[config.mk]
export PLATFORM = sky130hd
export DESIGN_NAME = stack_with_middle_access_flat
export DESIGN_NICKNAME = d
export VERILOG_FILES = /design/src/swma_pkg.sv /design/src/swma_if.sv /design/src/swma_core.sv /design/src/stack_with_middle_access.sv /design/src/flat_wrapper.sv
export SDC_FILE = /design/constraint.sdc
export NUM_CORES = 2
export LEC_CHECK = 0
export ABC_CLOCK_PERIOD_IN_PS = 7750
export BUFFER_PORTS_ARGS = -buffer_cell sky130_fd_sc_hd__buf_2
export CORE_MARGIN = 3
export CORE_UTILIZATION = 40
export CTS_CLUSTER_SIZE = 24
export DETAILED_ROUTE_END_ITERATION = 8
export MAX_ROUTING_LAYER = met4
export SYNTH_ARGS = -nofsm -noshare
export SYNTH_HDL_FRONTEND = slang
export SYNTH_HIERARCHICAL = 1
export SYNTH_SLANG_ARGS = --single-unit
[constraint.sdc]
create_clock -name clock -period 7.75 [get_ports clock]
set_clock_uncertainty 0.15 [all_clocks]
set_input_delay 0.775 -clock clock [delete_from_list [all_inputs] [get_ports clock]]
set_output_delay 0.775 -clock clock [all_outputs]
set_load 0.02 [all_outputs]
[src/swma_pkg.sv]
// shared constants, codes and item types for the stack with middle access
`default_nettype none
package swma_pkg;

   // stack geometry
   localparam int DEPTH = 16;
   localparam int IDX_W = $clog2(DEPTH);
   localparam int OCC_W = $clog2(DEPTH + 1);

   // field widths
   localparam int DATA_W  = 32;
   localparam int FUNC_W  = 2;
   localparam int COUNT_W = 5;
   localparam int STAT_W  = 2;

   // operation codes
   typedef enum logic [FUNC_W-1:0] {
      OP_PUSH   = 2'd0,
      OP_POP    = 2'd1,
      OP_DELMID = 2'd2
   } op_type;

   // status codes
   typedef enum logic [STAT_W-1:0] {
      ST_OK    = 2'd0,
      ST_FULL  = 2'd1,
      ST_EMPTY = 2'd2
   } status_type;

   // one input item
   typedef struct packed {
      logic [FUNC_W-1:0]        func;
      logic signed [DATA_W-1:0] value;
   } req_item_type;

   // one result item
   typedef struct packed {
      logic signed [DATA_W-1:0] middle_value;
      logic                     middle_valid;
      logic [COUNT_W-1:0]       entry_count;
      logic [STAT_W-1:0]        status;
   } rsp_item_type;

endpackage
`default_nettype wire

[src/swma_if.sv]
// valid/ready channel interfaces for the request and response items
`default_nettype none
interface swma_req_if import swma_pkg::*; ();
   logic                     valid;
   logic                     ready;
   logic [FUNC_W-1:0]        func;
   logic signed [DATA_W-1:0] value;

   modport source (output valid, output func, output value, input ready);
   modport sink   (input valid, input func, input value, output ready);
endinterface

interface swma_rsp_if import swma_pkg::*; ();
   logic                     valid;
   logic                     ready;
   logic signed [DATA_W-1:0] middle_value;
   logic                     middle_valid;
   logic [COUNT_W-1:0]       entry_count;
   logic [STAT_W-1:0]        status;

   modport source (output valid, output middle_value, output middle_valid,
                   output entry_count, output status, input ready);
   modport sink   (input valid, input middle_value, input middle_valid,
                   input entry_count, input status, output ready);
endinterface
`default_nettype wire

[src/swma_core.sv]
// stack storage, occupancy and the per-operation update and middle lookup
`default_nettype none
module swma_core import swma_pkg::*; (
   input  wire logic         clock,
   input  wire logic         reset,
   input  wire logic         step,
   input  wire req_item_type item,
   output rsp_item_type      result
);

   logic signed [DATA_W-1:0] cells_ff [DEPTH];
   logic signed [DATA_W-1:0] cells_in [DEPTH];
   logic [OCC_W-1:0]         occ_ff;
   logic [OCC_W-1:0]         occ_in;
   logic [OCC_W-1:0]         mid_old;
   logic [OCC_W-1:0]         mid_new;
   status_type               status;

   // apply the operation to a copy of the stack
   always_comb begin
      cells_in = cells_ff;
      occ_in   = occ_ff;
      status   = ST_OK;
      mid_old  = occ_ff >> 1;
      unique case (item.func)
         OP_PUSH: begin
            if (occ_ff == OCC_W'(DEPTH)) begin
               status = ST_FULL;
            end else begin
               cells_in[occ_ff[IDX_W-1:0]] = item.value;
               occ_in = occ_ff + 1'b1;
            end
         end
         OP_POP: begin
            if (occ_ff == '0) begin
               status = ST_EMPTY;
            end else begin
               occ_in = occ_ff - 1'b1;
            end
         end
         OP_DELMID: begin
            if (occ_ff == '0) begin
               status = ST_EMPTY;
            end else begin
               // every cell from the middle up to just below the top takes its upper neighbor
               for (int i = 0; i < DEPTH - 1; i++) begin
                  if (OCC_W'(i) >= mid_old && OCC_W'(i + 1) < occ_ff) begin
                     cells_in[i] = cells_ff[i + 1];
                  end
               end
               occ_in = occ_ff - 1'b1;
            end
         end
         default: begin
         end
      endcase
   end

   // middle of the updated stack
   always_comb begin
      mid_new             = occ_in >> 1;
      result.middle_valid = (occ_in != '0);
      result.middle_value = result.middle_valid ? cells_in[mid_new[IDX_W-1:0]] : '0;
      result.entry_count  = COUNT_W'(occ_in);
      result.status       = status;
   end

   // occupancy
   always_ff @(posedge clock) begin
      if (reset) begin
         occ_ff <= '0;
      end else if (step) begin
         occ_ff <= occ_in;
      end
   end

   // cell storage
   always_ff @(posedge clock) begin
      if (step) begin
         cells_ff <= cells_in;
      end
   end

endmodule
`default_nettype wire

[src/stack_with_middle_access.sv]
// Stack with middle access: bounded stack of signed 32-bit values.
//
// Request channel (req_if) carries func (0 push, 1 pop, 2 delete middle) and
// value. Each item yields exactly one response item on rsp_if with the middle
// entry after the operation (position floor(count/2) from the bottom), its
// valid flag, the entry count and a status (0 ok, 1 push rejected because
// full, 2 pop or delete on an empty stack ignored). Code 3 changes nothing.
//
// An item is taken into an input register; when the output register is free
// or draining, the operation is applied to the 16-entry register stack and the
// response is loaded into the output register, which drives rsp valid. One
// item per cycle is sustained while rsp ready stays high, limited by the
// single update of the stack registers per cycle.
//
// Reset empties the stack and drops any item in flight. When the receiver
// holds rsp ready low, the response waits in the output register, one more
// item is held in the input register, and req ready then goes low.
`default_nettype none
module stack_with_middle_access import swma_pkg::*; (
   input  wire logic clock,
   input  wire logic reset,
   swma_req_if.sink  req_if,
   swma_rsp_if.source rsp_if
);

   logic         req_vld_ff;
   req_item_type req_item_ff;
   logic         rsp_vld_ff;
   rsp_item_type rsp_item_ff;
   rsp_item_type result;
   logic         step;

   // process the held item when the output register is free or draining
   assign step         = req_vld_ff && (!rsp_vld_ff || rsp_if.ready);
   assign req_if.ready = !req_vld_ff || step;

   // input register control
   always_ff @(posedge clock) begin
      if (reset) begin
         req_vld_ff <= 1'b0;
      end else if (req_if.ready) begin
         req_vld_ff <= req_if.valid;
      end
   end

   // input register payload
   always_ff @(posedge clock) begin
      if (req_if.ready && req_if.valid) begin
         req_item_ff.func  <= req_if.func;
         req_item_ff.value <= req_if.value;
      end
   end

   swma_core u_core (
      .clock  (clock),
      .reset  (reset),
      .step   (step),
      .item   (req_item_ff),
      .result (result)
   );

   // output register control
   always_ff @(posedge clock) begin
      if (reset) begin
         rsp_vld_ff <= 1'b0;
      end else if (step) begin
         rsp_vld_ff <= 1'b1;
      end else if (rsp_if.ready) begin
         rsp_vld_ff <= 1'b0;
      end
   end

   // output register payload
   always_ff @(posedge clock) begin
      if (step) begin
         rsp_item_ff <= result;
      end
   end

   // response channel
   assign rsp_if.valid        = rsp_vld_ff;
   assign rsp_if.middle_value = rsp_item_ff.middle_value;
   assign rsp_if.middle_valid = rsp_item_ff.middle_valid;
   assign rsp_if.entry_count  = rsp_item_ff.entry_count;
   assign rsp_if.status       = rsp_item_ff.status;

endmodule
`default_nettype wire
[src/flat_wrapper.sv]
// flat-port wrapper written by rule: the top's interface ports become plain ports
module stack_with_middle_access_flat import swma_pkg::*;
  (clock, reset, req_if_valid, req_if_func, req_if_value, req_if_ready, rsp_if_valid, rsp_if_middle_value, rsp_if_middle_valid, rsp_if_entry_count, rsp_if_status, rsp_if_ready);
  swma_req_if req_if_i ();
  swma_rsp_if rsp_if_i ();
  input  wire logic clock;
  input  wire logic reset;
  input wire logic [$bits(req_if_i.valid)-1:0] req_if_valid;
  input wire logic [$bits(req_if_i.func)-1:0] req_if_func;
  input wire logic [$bits(req_if_i.value)-1:0] req_if_value;
  output wire logic [$bits(req_if_i.ready)-1:0] req_if_ready;
  output wire logic [$bits(rsp_if_i.valid)-1:0] rsp_if_valid;
  output wire logic [$bits(rsp_if_i.middle_value)-1:0] rsp_if_middle_value;
  output wire logic [$bits(rsp_if_i.middle_valid)-1:0] rsp_if_middle_valid;
  output wire logic [$bits(rsp_if_i.entry_count)-1:0] rsp_if_entry_count;
  output wire logic [$bits(rsp_if_i.status)-1:0] rsp_if_status;
  input wire logic [$bits(rsp_if_i.ready)-1:0] rsp_if_ready;
  assign req_if_i.valid = req_if_valid;
  assign req_if_i.func = req_if_func;
  assign req_if_i.value = req_if_value;
  assign req_if_ready = req_if_i.ready;
  assign rsp_if_valid = rsp_if_i.valid;
  assign rsp_if_middle_value = rsp_if_i.middle_value;
  assign rsp_if_middle_valid = rsp_if_i.middle_valid;
  assign rsp_if_entry_count = rsp_if_i.entry_count;
  assign rsp_if_status = rsp_if_i.status;
  assign rsp_if_i.ready = rsp_if_ready;
  stack_with_middle_access u_core (.clock(clock), .reset(reset), .req_if(req_if_i), .rsp_if(rsp_if_i));
endmodule
==> results.sh <==
export IMPL_status="finished with violations"
export IMPL_violations="capacitance limit, slew limit"
export IMPL_portBuffers=79
export IMPL_netlist_instances=3138
export IMPL_ys_ff_latch=593
export IMPL_grt_setup_unrepaired="no"
export IMPL_core_area_um2=86890
export IMPL_fmax_mhz=159.8
export IMPL_crit_path_max_fanout=20
export IMPL_yosysWarnings=6
export IMPL_vdd_ir_drop_worst_mv=0.1757
export IMPL_tightest_slew_ns=1.509
export IMPL_clock_sinks=593
export IMPL_rows=108
export IMPL_synth_edf_count=586
export IMPL_ctsRootBufferMaster="clkbuf_16"
export IMPL_finalPower_w=0.008894
export IMPL_cts_hold_buf=0
export IMPL_synth_area_um2=35140
export IMPL_dieArea_um2=91450
export IMPL_clock_latency_ns=0.63
export IMPL_hold_class="in -> reg"
export IMPL_synth_ff_type="edfxtp_1"
export IMPL_layout_drive_gt1_share=0.1429
export IMPL_syn_nets=3184
export IMPL_first_pass_iters=6
export IMPL_reg2regPathDepth=10
export IMPL_hold_viol=0
export IMPL_stdcell_area_um2=38420
export IMPL_vias=30985
export IMPL_ctsLongestPathBuffers=3
export IMPL_cts_tree="done"
export IMPL_syn_to_final_growth_pct=9.313
export IMPL_wl_per_cell_um=34.38
export IMPL_routabilityCongestion=0.9574
export IMPL_start_util=0.4045
export IMPL_r2r_setup_slack_ns=1.49
export IMPL_grt_total_usage=0.3189
export IMPL_synth_cell_type_count=102
export IMPL_pin_count=80
export IMPL_wl_mm=147.1
export IMPL_first_global_vias=29545
export IMPL_async_flop_share=0
export IMPL_timing_final_ws_setup_ns=1.493
export IMPL_postCtsSetupRepairBufs=0
export IMPL_p_leak_nw=13.73
export IMPL_cts_buffers_inserted=70
export IMPL_worstSetupStartpointType="flop"
export IMPL_drc=0
export IMPL_pre_cts_slack_ns=2.056
export IMPL_p_per_area_nw_per_um2=231.5
export IMPL_grt_pass1_wl_mm=208.3
export IMPL_drv_cap=1
export IMPL_avgSynthCellArea_um2=11.20
export IMPL_period_needed_ns=6.257
export IMPL_die_h_um=302.4
export IMPL_fp_dieW_um=302.4
export IMPL_arrival_ns=6.39
export IMPL_holdPathEnd="u_core/req_item_ff[10]"
export IMPL_max_slew_margin=-0.01504
export IMPL_slew_violations=3
export IMPL_dp_hpwl_mm=89.15
export IMPL_ant_nets=0
export IMPL_period_share=0.8074
export IMPL_worst_ep_required_time_ns=7.89
export IMPL_hold_start="req_if_value[10]"
export IMPL_clk_pin_slew_ns=0.06
export IMPL_place_area_um2=36390
export IMPL_setup_viol_count_final=0
export IMPL_drt_iter0_markers=5048
export IMPL_ctsResizeCount=0
export IMPL_hold_depth=1
export IMPL_grt_ovfl_total=0
export IMPL_ctsHtreeMaxLevel=3
export IMPL_end_kind="flop"
export IMPL_fin_setup_tns_ns=0
export IMPL_synth_seq_area_share=0.5047
export IMPL_final_nets=3120
export IMPL_fin_util=0.4422
export IMPL_critPathKind="reg -> reg"
export IMPL_grt_max_degree=157
export IMPL_reg2reg_from="u_core/u_core/occ_ff[0]"
export IMPL_antenna_found_initial=3
export IMPL_vias_per_cell=7.241
export IMPL_worstReg2RegEnd="u_core/rsp_if.middle_value[25]"
==> kinds of logic (layout without fill, tap and decap cells) <==
group           Yosys count  in the layout  share of synthesized area
compound gates         1025           1025                     0.2418
simple gates            847            847                     0.1114
flops                   593            593                     0.5047
buf+inv                 353            336                    0.04714
mux                     312            312                    0.09221
fa+ha+maj                 8              8                   0.002848
other cells               0              3                          0
==> cells in the mapped netlist (8+ instances only) <==
| cell type | count | share of area |
|---|---|---|
| edfxtp_1 | 586 | 0.50 |
| o21ai_0 | 82 | 0.012 |
| o22a_1 | 16 | 0.0040 |
| o22ai_1 | 17 | 0.0030 |
| nor3_1 | 34 | 0.0048 |
| mux2_2 | 81 | 0.026 |
| nor2b_1 | 8 | 0.0014 |
| buf_2 | 125 | 0.018 |
| nand3_1 | 60 | 0.0085 |
| a21oi_1 | 86 | 0.012 |
| a211o_1 | 18 | 0.0045 |
| a311oi_1 | 8 | 0.0020 |
| o31ai_1 | 9 | 0.0019 |
| a32oi_1 | 17 | 0.0042 |
| ha_1 | 8 | 0.0028 |
| or2_2 | 28 | 0.0050 |
| clkbuf_1 | 133 | 0.014 |
| or2_1 | 8 | 0.0014 |
| a22oi_1 | 23 | 0.0049 |
| o211ai_1 | 71 | 0.015 |
| a2bb2oi_1 | 15 | 0.0037 |
| inv_1 | 47 | 0.0050 |
| o2111a_1 | 8 | 0.0026 |
| a221o_1 | 274 | 0.078 |
| a21o_1 | 46 | 0.0098 |
| and2_1 | 20 | 0.0036 |
| nor2_1 | 329 | 0.035 |
| nand2b_1 | 35 | 0.0062 |
| buf_1 | 12 | 0.0013 |
| a22o_1 | 33 | 0.0082 |
| o221ai_1 | 66 | 0.016 |
| buf_4 | 16 | 0.0034 |
| mux2i_1 | 227 | 0.065 |
| o211a_1 | 9 | 0.0026 |
| a221oi_1 | 32 | 0.0080 |
| a2111oi_0 | 9 | 0.0022 |
| o2bb2ai_1 | 31 | 0.0077 |
| a211oi_1 | 64 | 0.014 |
| nand2_1 | 251 | 0.027 |
| buf_6 | 15 | 0.0048 |
==> worst max path at each step <==
stage	start	end	slack (ns)
CTS	u_core/u_core/occ_ff[0]	u_core/rsp_if.middle_value[11]	2.09
global route	u_core/u_core/occ_ff[0]	u_core/rsp_if.middle_value[25]	1.61
detailed placement	u_core/u_core/occ_ff[0]	u_core/rsp_if.middle_value[11]	2.06
finish	u_core/u_core/occ_ff[0]	u_core/rsp_if.middle_value[25]	1.49
global placement	u_core/u_core/occ_ff[0]	u_core/rsp_if.middle_value[25]	2.20
floorplan	rsp_if_ready	u_core/u_core/occ_ff[0]	2.20
==> placed cells by master (no fill, tap or decap), drive strengths merged, types with 71 or more instances in the layout <==
cell	Yosys	routed
a21oi	91	91
nand2	253	253
o211ai	71	71
clkbuf	133	99
buf	168	165
nor2	336	336
a221o	274	274
mux2	84	84
mux2i	227	227
o21ai	92	92
edfxtp	586	586
==> report_power, final <==
group	total, W	switching [W]	internal, W
Clock	0.00308	0.00138	0.00170
Sequential	0.00397	0.000162	0.00381
Combinational	0.00184	0.00124	0.000601
Total	0.00889	0.00278	0.00611
==> registers in the layout (all words and copies together), names as in the netlist <==
signal / count
u_core/u_core/cells_ff: 512
u_core/rsp_if.middle_valid: 1
u_core/rsp_if.valid: 1
u_core/rsp_if.entry_count: 5
u_core/req_vld_ff: 1
u_core/req_item_ff: 34
u_core/rsp_if.middle_value: 32
u_core/rsp_if.status: 2
u_core/u_core/occ_ff: 5
==> worst max-delay path, stage by stage, from the launching register on <==
cell,delay (ns)
dfxtp_1,0.70
ha_1,0.81
buf_4,0.43
nand3b_1,1.00
buf_4,0.67
nand2_1,0.13
a21oi_1,0.08
a2111oi_0,0.44
a211oi_1,0.11
nor4_1,1.24
a211oi_1,0.11
==> final cells by class <==
| type | instances | area, um2 |
|---|---|---|
| Sequential cell | 593 | 17740 |
| Multi-Input combinational cell | 2192 | 15920 |
| Clock buffer | 99 | 1892 |
| Inverter | 52 | 205.2 |
| Antenna cell | 3 | 7.507 |
| Clock inverter | 20 | 127.6 |
| Tap cell | 1155 | 1445 |
| Fill cell | 8006 | 48470 |
| Timing Repair Buffer | 165 | 1079 |
==> per-stage QoR <==
stage	instances	hold WS (ns)
2_1_floorplan	3138	0.3156
3_3_place_gp	4157	0.3259
3_5_place_dp	4157	0.3476
4_1_cts	4276	0.1436
5_1_grt	4278	0.1712
6_report	4279	0.1731
==> per-layer routing <==
layer | vias up | routed length, um | global-route usage
met5 | - | 0 | -
met4 | 0 | 7825 | 0.1447
met3 | 545 | 21290 | 0.09360
met2 | 2605 | 61340 | 0.4479
met1 | 15349 | 56650 | 0.4250
li1 | 12486 | - | -
Power figures use the tool's default switching activity.
